## config.mk

```make
export PLATFORM = sky130hd
export DESIGN_NAME = pixel_gray_colorize_tint
export DESIGN_NICKNAME = d
export VERILOG_FILES = /design/src/rtl/pgc_pkg.sv /design/src/rtl/pgc_regs.sv /design/src/rtl/pgc_gray.sv /design/src/rtl/pgc_ramp.sv /design/src/rtl/pgc_mix.sv /design/src/rtl/pixel_gray_colorize_tint.sv
export SDC_FILE = /design/constraint.sdc
export NUM_CORES = 2
export LEC_CHECK = 0
export BUFFER_PORTS_ARGS = -buffer_cell sky130_fd_sc_hd__buf_2
export CAP_MARGIN = 20
export CORE_ASPECT_RATIO = 1.5
export CORE_MARGIN = 1
export CORE_UTILIZATION = 24
export DETAILED_ROUTE_END_ITERATION = 7
export PLACE_DENSITY = 0.48
export SLEW_MARGIN = 20
export SYNTH_ARGS = -nofsm -noshare
export SYNTH_HDL_FRONTEND = slang
export SYNTH_SLANG_ARGS = --single-unit
```

## constraint.sdc

```tcl
create_clock -name i_clk -period 8.3 [get_ports i_clk]
set_clock_uncertainty 0.15 [all_clocks]
set_input_delay 1.66 -clock i_clk [delete_from_list [all_inputs] [get_ports i_clk]]
set_output_delay 1.66 -clock i_clk [all_outputs]
set_load 0.02 [all_outputs]
```

## src/rtl/pgc_pkg.sv

```systemverilog
package pgc_pkg;

    localparam int unsigned PIX_W      = 8;
    localparam int unsigned APB_ADDR_W = 4;
    localparam int unsigned APB_DATA_W = 32;

    localparam int unsigned MID_GRAY   = 128;
    localparam int unsigned RAMP_DIV   = 127;
    localparam int unsigned FULL_SCALE = 255;

    // n/127 estimate: (n * 129) >> 14, never high, at most one low for n < 2^15
    localparam int unsigned RAMP_RECIP = 129;
    localparam int unsigned RAMP_SHIFT = 14;

    // gray weights, sum shifted right by GRAY_SHIFT
    localparam int unsigned GRAY_WR    = 11;
    localparam int unsigned GRAY_WG    = 16;
    localparam int unsigned GRAY_WB    = 5;
    localparam int unsigned GRAY_SHIFT = 5;

    typedef enum logic [1:0] {
        REG_TINT_RED      = 2'd0,
        REG_TINT_GREEN    = 2'd1,
        REG_TINT_BLUE     = 2'd2,
        REG_TINT_STRENGTH = 2'd3
    } t_reg_idx;

    typedef struct packed {
        logic [PIX_W-1:0] red;
        logic [PIX_W-1:0] green;
        logic [PIX_W-1:0] blue;
        logic [PIX_W-1:0] strength;
    } t_tint_cfg;

endpackage

```

## src/rtl/pgc_regs.sv

```systemverilog
module pgc_regs (
    input  logic                              i_clk,
    input  logic                              i_rst_n,
    input  logic                              psel,
    input  logic                              penable,
    input  logic                              pwrite,
    input  logic [pgc_pkg::APB_ADDR_W-1:0]    paddr,
    input  logic [pgc_pkg::APB_DATA_W-1:0]    pwdata,
    output logic [pgc_pkg::APB_DATA_W-1:0]    prdata,
    output logic                              pready,
    output pgc_pkg::t_tint_cfg                o_cfg
);

    pgc_pkg::t_tint_cfg r_cfg;
    pgc_pkg::t_tint_cfg n_cfg;
    pgc_pkg::t_reg_idx  reg_idx;
    logic               wr_en;
    logic [pgc_pkg::PIX_W-1:0] wdat;
    logic [pgc_pkg::PIX_W-1:0] rdat;

    assign reg_idx = pgc_pkg::t_reg_idx'(paddr[pgc_pkg::APB_ADDR_W-1:2]);
    assign wr_en   = psel & penable & pwrite;
    assign wdat    = pwdata[pgc_pkg::PIX_W-1:0];
    assign pready  = 1'b1;

    always_comb begin
        n_cfg = r_cfg;
        if (wr_en) begin
            unique case (reg_idx)
                pgc_pkg::REG_TINT_RED:      n_cfg.red      = wdat;
                pgc_pkg::REG_TINT_GREEN:    n_cfg.green    = wdat;
                pgc_pkg::REG_TINT_BLUE:     n_cfg.blue     = wdat;
                pgc_pkg::REG_TINT_STRENGTH: n_cfg.strength = wdat;
            endcase
        end
    end

    always_comb begin
        unique case (reg_idx)
            pgc_pkg::REG_TINT_RED:      rdat = r_cfg.red;
            pgc_pkg::REG_TINT_GREEN:    rdat = r_cfg.green;
            pgc_pkg::REG_TINT_BLUE:     rdat = r_cfg.blue;
            pgc_pkg::REG_TINT_STRENGTH: rdat = r_cfg.strength;
        endcase
    end

    assign prdata = {{(pgc_pkg::APB_DATA_W-pgc_pkg::PIX_W){1'b0}}, rdat};
    assign o_cfg  = r_cfg;

    always_ff @(posedge i_clk) begin
        if (!i_rst_n) begin
            r_cfg <= '0;
        end else begin
            r_cfg <= n_cfg;
        end
    end

endmodule

```

## src/rtl/pgc_gray.sv

```systemverilog
module pgc_gray (
    input  logic                      i_clk,
    input  logic [pgc_pkg::PIX_W-1:0] i_red,
    input  logic [pgc_pkg::PIX_W-1:0] i_green,
    input  logic [pgc_pkg::PIX_W-1:0] i_blue,
    input  logic [pgc_pkg::PIX_W-1:0] i_alpha,
    output logic [pgc_pkg::PIX_W-1:0] o_gray,
    output logic [pgc_pkg::PIX_W-1:0] o_red,
    output logic [pgc_pkg::PIX_W-1:0] o_green,
    output logic [pgc_pkg::PIX_W-1:0] o_blue,
    output logic [pgc_pkg::PIX_W-1:0] o_alpha
);

    localparam int unsigned SUM_W = pgc_pkg::PIX_W + pgc_pkg::GRAY_SHIFT;

    logic [SUM_W-1:0]          wsum;
    logic [pgc_pkg::PIX_W-1:0] n_gray;
    logic [pgc_pkg::PIX_W-1:0] r_gray;
    logic [pgc_pkg::PIX_W-1:0] r_red;
    logic [pgc_pkg::PIX_W-1:0] r_green;
    logic [pgc_pkg::PIX_W-1:0] r_blue;
    logic [pgc_pkg::PIX_W-1:0] r_alpha;

    // weights add up to 32, so the shifted sum stays within 8 bits
    always_comb begin
        wsum = SUM_W'(pgc_pkg::GRAY_WR) * SUM_W'(i_red)
             + SUM_W'(pgc_pkg::GRAY_WG) * SUM_W'(i_green)
             + SUM_W'(pgc_pkg::GRAY_WB) * SUM_W'(i_blue);
        n_gray = wsum[SUM_W-1:pgc_pkg::GRAY_SHIFT];
    end

    always_ff @(posedge i_clk) begin
        r_gray  <= n_gray;
        r_red   <= i_red;
        r_green <= i_green;
        r_blue  <= i_blue;
        r_alpha <= i_alpha;
    end

    assign o_gray  = r_gray;
    assign o_red   = r_red;
    assign o_green = r_green;
    assign o_blue  = r_blue;
    assign o_alpha = r_alpha;

endmodule

```

## src/rtl/pgc_ramp.sv

```systemverilog
module pgc_ramp (
    input  logic                      i_clk,
    input  logic [pgc_pkg::PIX_W-1:0] i_gray,
    input  logic [pgc_pkg::PIX_W-1:0] i_tint,
    input  logic [pgc_pkg::PIX_W-1:0] i_src,
    output logic [pgc_pkg::PIX_W-1:0] o_ramp,
    output logic [pgc_pkg::PIX_W-1:0] o_src
);

    localparam int unsigned NUM_W = 15;
    localparam int unsigned PRD_W = 2 * pgc_pkg::PIX_W;
    localparam int unsigned EST_W = NUM_W + 7;

    // stage A: ramp numerator
    logic [pgc_pkg::PIX_W-1:0] op_a;
    logic [pgc_pkg::PIX_W-1:0] op_b;
    logic [NUM_W-1:0]          offs;
    logic [PRD_W-1:0]          prod;
    logic [PRD_W-1:0]          n_num;
    logic [NUM_W-1:0]          r_num_a;
    logic [pgc_pkg::PIX_W-1:0] r_src_a;

    // stage B: quotient estimate
    logic [EST_W-1:0]          scaled;
    logic [NUM_W-1:0]          r_num_b;
    logic [pgc_pkg::PIX_W-1:0] r_est_b;
    logic [pgc_pkg::PIX_W-1:0] r_src_b;

    // stage C: correction
    logic [NUM_W-1:0]          rem;
    logic [pgc_pkg::PIX_W-1:0] n_ramp;
    logic [pgc_pkg::PIX_W-1:0] r_ramp;
    logic [pgc_pkg::PIX_W-1:0] r_src_c;

    // upper half: (gray-128)*(255-tint) + 127*tint, lower half: gray*tint
    always_comb begin
        if (i_gray[pgc_pkg::PIX_W-1]) begin
            op_a = {1'b0, i_gray[pgc_pkg::PIX_W-2:0]};
            op_b = ~i_tint;
            offs = NUM_W'(pgc_pkg::RAMP_DIV) * NUM_W'(i_tint);
        end else begin
            op_a = i_gray;
            op_b = i_tint;
            offs = '0;
        end
        prod  = PRD_W'(op_a) * PRD_W'(op_b);
        n_num = prod + PRD_W'(offs);
    end

    assign scaled = EST_W'(r_num_a) * EST_W'(pgc_pkg::RAMP_RECIP);

    always_comb begin
        rem = r_num_b - NUM_W'(pgc_pkg::RAMP_DIV) * NUM_W'(r_est_b);
        if (rem >= NUM_W'(pgc_pkg::RAMP_DIV)) begin
            n_ramp = r_est_b + pgc_pkg::PIX_W'(1);
        end else begin
            n_ramp = r_est_b;
        end
    end

    always_ff @(posedge i_clk) begin
        r_num_a <= n_num[NUM_W-1:0];
        r_src_a <= i_src;
        r_num_b <= r_num_a;
        r_est_b <= scaled[pgc_pkg::RAMP_SHIFT +: pgc_pkg::PIX_W];
        r_src_b <= r_src_a;
        r_ramp  <= n_ramp;
        r_src_c <= r_src_b;
    end

    assign o_ramp = r_ramp;
    assign o_src  = r_src_c;

endmodule

```

## src/rtl/pgc_mix.sv

```systemverilog
module pgc_mix (
    input  logic                      i_clk,
    input  logic [pgc_pkg::PIX_W-1:0] i_ramp,
    input  logic [pgc_pkg::PIX_W-1:0] i_src,
    input  logic [pgc_pkg::PIX_W-1:0] i_strength,
    output logic [pgc_pkg::PIX_W-1:0] o_pix
);

    localparam int unsigned M_W = 2 * pgc_pkg::PIX_W;

    logic [M_W-1:0]            n_mix;
    logic [M_W-1:0]            r_mix_a;
    logic [M_W-1:0]            est_sum;
    logic [M_W-1:0]            r_mix_b;
    logic [pgc_pkg::PIX_W-1:0] r_est_b;
    logic [M_W-1:0]            rem;
    logic [pgc_pkg::PIX_W-1:0] n_pix;
    logic [pgc_pkg::PIX_W-1:0] r_pix;

    // A*t + (255-A)*S, at most 255*255
    assign n_mix = M_W'(i_strength) * M_W'(i_ramp)
                 + M_W'(pgc_pkg::FULL_SCALE - i_strength) * M_W'(i_src);

    // m/255 estimate: (m + m/256) / 256, never high, at most one low
    assign est_sum = r_mix_a + (r_mix_a >> pgc_pkg::PIX_W);

    always_comb begin
        rem = r_mix_b - M_W'(pgc_pkg::FULL_SCALE) * M_W'(r_est_b);
        if (rem >= M_W'(pgc_pkg::FULL_SCALE)) begin
            n_pix = r_est_b + pgc_pkg::PIX_W'(1);
        end else begin
            n_pix = r_est_b;
        end
    end

    always_ff @(posedge i_clk) begin
        r_mix_a <= n_mix;
        r_mix_b <= r_mix_a;
        r_est_b <= est_sum[M_W-1:pgc_pkg::PIX_W];
        r_pix   <= n_pix;
    end

    assign o_pix = r_pix;

endmodule

```

## src/rtl/pixel_gray_colorize_tint.sv

```systemverilog
// Gray colorize with tint blend, one RGBA pixel per transfer.
//
// Input channel: drive i_src_* and raise start; the pixel is taken at any
// clock edge with start high and busy low. busy is tied low, so a new pixel
// can be taken every cycle.
// Output channel: o_valid is high for exactly one cycle per pixel, with the
// colorized channels and the unchanged source alpha on o_out_*. The receiver
// must take the result in that cycle; there is no back-pressure.
// Pipeline: an accepted pixel passes through the registered stages gray,
// ramp numerator, /127 estimate, /127 fix, blend, /255 estimate and /255
// fix, and o_valid rises with the last of them. Throughput: one pixel per
// clock, set by the fully registered seven-stage datapath.
// Configuration: APB registers at byte address 0 (tint red), 4 (tint green),
// 8 (tint blue) and 12 (tint strength), 8 bits each, read back on prdata.
// Write them only while no pixel is in flight.
// Reset (i_rst_n low, synchronous): registers go to zero and in-flight
// pixels are dropped.
module pixel_gray_colorize_tint (
    input  logic                              i_clk,
    input  logic                              i_rst_n,
    input  logic                              psel,
    input  logic                              penable,
    input  logic                              pwrite,
    input  logic [pgc_pkg::APB_ADDR_W-1:0]    paddr,
    input  logic [pgc_pkg::APB_DATA_W-1:0]    pwdata,
    output logic [pgc_pkg::APB_DATA_W-1:0]    prdata,
    output logic                              pready,
    input  logic                              start,
    output logic                              busy,
    input  logic [pgc_pkg::PIX_W-1:0]         i_src_red,
    input  logic [pgc_pkg::PIX_W-1:0]         i_src_green,
    input  logic [pgc_pkg::PIX_W-1:0]         i_src_blue,
    input  logic [pgc_pkg::PIX_W-1:0]         i_src_alpha,
    output logic                              o_valid,
    output logic [pgc_pkg::PIX_W-1:0]         o_out_red,
    output logic [pgc_pkg::PIX_W-1:0]         o_out_green,
    output logic [pgc_pkg::PIX_W-1:0]         o_out_blue,
    output logic [pgc_pkg::PIX_W-1:0]         o_out_alpha
);

    localparam int unsigned DEPTH     = 7;
    localparam int unsigned ALPHA_DLY = DEPTH - 1;

    pgc_pkg::t_tint_cfg        cfg;
    logic                      in_xfer;
    logic [DEPTH-1:0]          r_vld;
    logic [DEPTH-1:0]          n_vld;

    logic [pgc_pkg::PIX_W-1:0] s1_gray;
    logic [pgc_pkg::PIX_W-1:0] s1_red;
    logic [pgc_pkg::PIX_W-1:0] s1_green;
    logic [pgc_pkg::PIX_W-1:0] s1_blue;
    logic [pgc_pkg::PIX_W-1:0] s1_alpha;

    logic [pgc_pkg::PIX_W-1:0] rp_red;
    logic [pgc_pkg::PIX_W-1:0] rp_green;
    logic [pgc_pkg::PIX_W-1:0] rp_blue;
    logic [pgc_pkg::PIX_W-1:0] src_red_d;
    logic [pgc_pkg::PIX_W-1:0] src_green_d;
    logic [pgc_pkg::PIX_W-1:0] src_blue_d;

    logic [pgc_pkg::PIX_W-1:0] r_alpha_dly [ALPHA_DLY];

    pgc_regs u_regs (
        .i_clk   (i_clk),
        .i_rst_n (i_rst_n),
        .psel    (psel),
        .penable (penable),
        .pwrite  (pwrite),
        .paddr   (paddr),
        .pwdata  (pwdata),
        .prdata  (prdata),
        .pready  (pready),
        .o_cfg   (cfg)
    );

    assign busy    = 1'b0;
    assign in_xfer = start & ~busy;

    pgc_gray u_gray (
        .i_clk   (i_clk),
        .i_red   (i_src_red),
        .i_green (i_src_green),
        .i_blue  (i_src_blue),
        .i_alpha (i_src_alpha),
        .o_gray  (s1_gray),
        .o_red   (s1_red),
        .o_green (s1_green),
        .o_blue  (s1_blue),
        .o_alpha (s1_alpha)
    );

    pgc_ramp u_ramp_red (
        .i_clk  (i_clk),
        .i_gray (s1_gray),
        .i_tint (cfg.red),
        .i_src  (s1_red),
        .o_ramp (rp_red),
        .o_src  (src_red_d)
    );

    pgc_ramp u_ramp_green (
        .i_clk  (i_clk),
        .i_gray (s1_gray),
        .i_tint (cfg.green),
        .i_src  (s1_green),
        .o_ramp (rp_green),
        .o_src  (src_green_d)
    );

    pgc_ramp u_ramp_blue (
        .i_clk  (i_clk),
        .i_gray (s1_gray),
        .i_tint (cfg.blue),
        .i_src  (s1_blue),
        .o_ramp (rp_blue),
        .o_src  (src_blue_d)
    );

    pgc_mix u_mix_red (
        .i_clk      (i_clk),
        .i_ramp     (rp_red),
        .i_src      (src_red_d),
        .i_strength (cfg.strength),
        .o_pix      (o_out_red)
    );

    pgc_mix u_mix_green (
        .i_clk      (i_clk),
        .i_ramp     (rp_green),
        .i_src      (src_green_d),
        .i_strength (cfg.strength),
        .o_pix      (o_out_green)
    );

    pgc_mix u_mix_blue (
        .i_clk      (i_clk),
        .i_ramp     (rp_blue),
        .i_src      (src_blue_d),
        .i_strength (cfg.strength),
        .o_pix      (o_out_blue)
    );

    assign n_vld = {r_vld[DEPTH-2:0], in_xfer};

    always_ff @(posedge i_clk) begin
        if (!i_rst_n) begin
            r_vld <= '0;
        end else begin
            r_vld <= n_vld;
        end
    end

    // alpha rides alongside the color stages
    always_ff @(posedge i_clk) begin
        r_alpha_dly[0] <= s1_alpha;
        for (int i = 1; i < ALPHA_DLY; i++) begin
            r_alpha_dly[i] <= r_alpha_dly[i-1];
        end
    end

    assign o_valid     = r_vld[DEPTH-1];
    assign o_out_alpha = r_alpha_dly[ALPHA_DLY-1];

endmodule
```

==> impl_metrics.csv <==
group,metric,value,unit
min_path,worst_hold_path_type,"reg -> reg",
die,start_util,24.1,%
route,wl_per_cell,13.7,um
route,route.detailed.drc,0,
clock_tree,cts_buffers,53,
layout,syn2layout_area_growth,10.9,%
global_route,grt_pass1_wl,187000,um
yosys,async_reset_ff_share,0,%
global_route,gr-max-usage-layer,"met2",
timing,slew-limit-headroom,29.7,%
die,core,0.214,sq mm
run,cap_violations,0,
placed_design,portBuffers,88,
run_status,outcome,"completed",
clock_tree,cts_resized,0,
global_route,grt_pass1_vias,36900,
timing,rsz0062_at_grt,"no",
timing,setup_tns,0,ns
clock_tree,clk_pin_slew,0.07,ns
route,wirelength,113000,um
clock_tree,htree_levels,2,
timing,fmax,0.138,GHz
yosys,synthCells,5263,
global_route,grt_start_max_net_pins,40,
yosys,synthFlopType,"dfxtp_1",
global_route,antenna_found_initial,2,
placed_design,hpwl,95000,um
die,num_io_pins,141,
timing,post-route-min-period,7.26,ns
clock_tree,cts.sinks,481,
global_route,use_met3,0.856,%
die,row_count,208,
clock_tree,cts_hold_buf,0,
layout,drive_gt1_share,4.77,%
yosys,synth_top_family_by_area,"adder cells",
clock_tree,tritoncts,"done",
yosys,seq_area_frac_synth,18.7,%
yosys,synth_compound_area_share,6.82,%
global_route,track_usage,10.6,%
die,dieArea,0.217,sq mm
critical_path,cp.required,8.74,ns
timing,hold_viol,0,
timing,worstMarginPinSlew,1.05,ns
yosys,synth_seq_cells,481,
route,vias,33900,
layout,finalNetCount,6909,
layout,layout_commonest_cell,"inv_1",
route,dr.pass1.iters,5,
yosys,synth_fa_ha_area_share,47.0,%
yosys,synth_simple_gate_area_share,12.0,%
die,chipHeight,570,um
yosys,synth_area_per_cell,9.80,sq um
yosys,synth_area,0.0516,sq mm
critical_path,path_max_fanout,6,
layout,layout_common_cells,"1134 x inv_1, 762 x ha_1, 734 x fa_1",
yosys,synth_cell_types,93,
route,ant_nets,0,
global_route,grt_util_met2,21.0,%
global_route,grt-ovfl-total,0,
critical_path,criticalPathCategory,"reg -> reg",
yosys,synth_edf_count,0,
yosys,yosys_warnings,0,
yosys,synthXorXnorAreaFrac,4.81,%
yosys,synthMuxAreaShare,1.42,%
timing,finalSetupViolations,0,
placed_design,gp_congestion,0.810,
die,die_w,380,um
route,via_per_inst,4.13,
timing,fin_crit_sh,87.4,%
critical_path,critPathLaunchType,"register",
clock_tree,clk_latency,0.67,ns
clock_tree,cts_buffer_depth,3,
critical_path,cp-end-kind,"register",
critical_path,cp_data_arrival_time,7.69,ns
timing,maxSlewViolCount,0,
global_route,groute.layer.met1.usage,11.8,%
clock_tree,root_buffer,"clkbuf_16",
route,drtIter0Drc,1109,
clock_tree,post_cts_buffers,0,
## synthesized netlist by cell type (6+ instances only)
master	n	area share [%]
a21boi_0	8	0.12
mux2_2	8	0.17
a211o_1	7	0.12
o2111ai_1	20	0.34
and4_1	6	0.10
nor2b_1	187	2.3
and3_1	30	0.36
nand4_1	18	0.22
dfxtp_1	481	19
and2_1	217	2.6
a31oi_1	18	0.22
a211oi_1	25	0.36
a221oi_1	8	0.14
inv_1	1134	8.3
buf_1	7	0.051
or3_1	14	0.17
o21bai_1	13	0.19
nor2_1	155	1.1
fa_1	734	28
nor4_1	7	0.085
o211ai_1	26	0.38
a21o_1	46	0.67
nor3b_1	13	0.19
xor2_1	83	1.4
nand3_1	57	0.55
o22ai_1	6	0.073
a31o_2	6	0.10
buf_4	26	0.38
mux2i_1	44	0.85
o21ai_1	6	0.058
nand2_1	289	2.1
o31a_1	6	0.10
ha_1	762	18
clkbuf_1	75	0.55
mux4_2	8	0.35
or2_2	12	0.15
o21a_1	28	0.41
xnor2_1	200	3.4
o31ai_1	13	0.19
nand2b_1	75	0.91
nor3_1	62	0.60
o21ai_0	84	0.82
a2111oi_0	7	0.12
a21oi_1	138	1.3
## worst paths after layout
check / slack (ns) / cells past startpoint / start / end
max reg2reg: 1.04 / 23 / u_regs.o_cfg[21] / u_ramp_green.r_num_a[14]
max: 1.04 / 23 / u_regs.o_cfg[21] / u_ramp_green.r_num_a[14]
min: 0.17 / 0 / u_gray.o_alpha[1] / r_alpha_dly[0][1]
min reg2reg: 0.17 / 0 / u_gray.o_alpha[1] / r_alpha_dly[0][1]
## kinds of logic after synthesis
kind of cell / after synthesis
compound gates: 522
xor+xnor: 283
simple gates: 1169
other cells: 2
mux: 62
buf+inv: 1248
fa+ha+maj: 1496
flops: 481
## per-layer routing
layer  part of all wire [%]  wire length (um)
met5                      0                 0
met4                    2.3              2610
met3                    2.1              2330
met2                     55             62000
met1                     41             45600
## layout make-up
cell class	instances	area, sq um
antenna	4	10.0
clock buffer	66	1430
clock inverter	34	453
fill	22700	156000
inverter	1135	4260
multi-input combinational	3561	37200
sequential	481	9640
tap	2835	3550
timing repair buffer	107	621
## stage by stage
step,area [sq um],hold WS [ns],util [%],cells,setup WS (ns)
final,57200,0.169,26.8,8223,1.04
after global routing,57200,0.175,26.8,8220,0.556
after CTS,57200,0.166,26.8,8219,0.939
after detailed placement,55300,0.162,25.9,8119,0.956
after global placement,55300,0.160,25.9,8119,1.04
after floorplan,51700,0.160,-,5290,1.78
## worst max-delay path, stage by stage, from the launching register on
cell	delay (ns)
dfxtp_1	0.55
inv_1	0.21
fa_1	0.62
fa_1	0.48
fa_1	0.48
fa_1	0.49
inv_1	0.04
ha_1	0.26
inv_1	0.13
nor2_1	0.06
nor2_1	0.11
xor2_1	0.16
nor2_1	0.08
fa_1	0.55
inv_1	0.06
fa_1	0.44
fa_1	0.52
inv_1	0.04
ha_1	0.22
o41ai_1	0.57
o21ai_0	0.24
o41a_1	0.36
xnor2_1	0.20
xnor2_1	0.14
## state kept, by name, summed over array words and instances, names as in the netlist, 16 cells and up
signal               cells
u_mix_blue.r_mix_a      16
u_mix_green.r_mix_a     16
u_mix_red.r_mix_a       16
r_alpha_dly             48
u_mix_red.r_mix_b       16
u_mix_blue.r_mix_b      16
u_mix_green.r_mix_b     16
u_regs.o_cfg            32
Power is left out: the tool's default activity adds up to more than one toggle a clock period on the data nets, which glitch-free logic cannot reach.
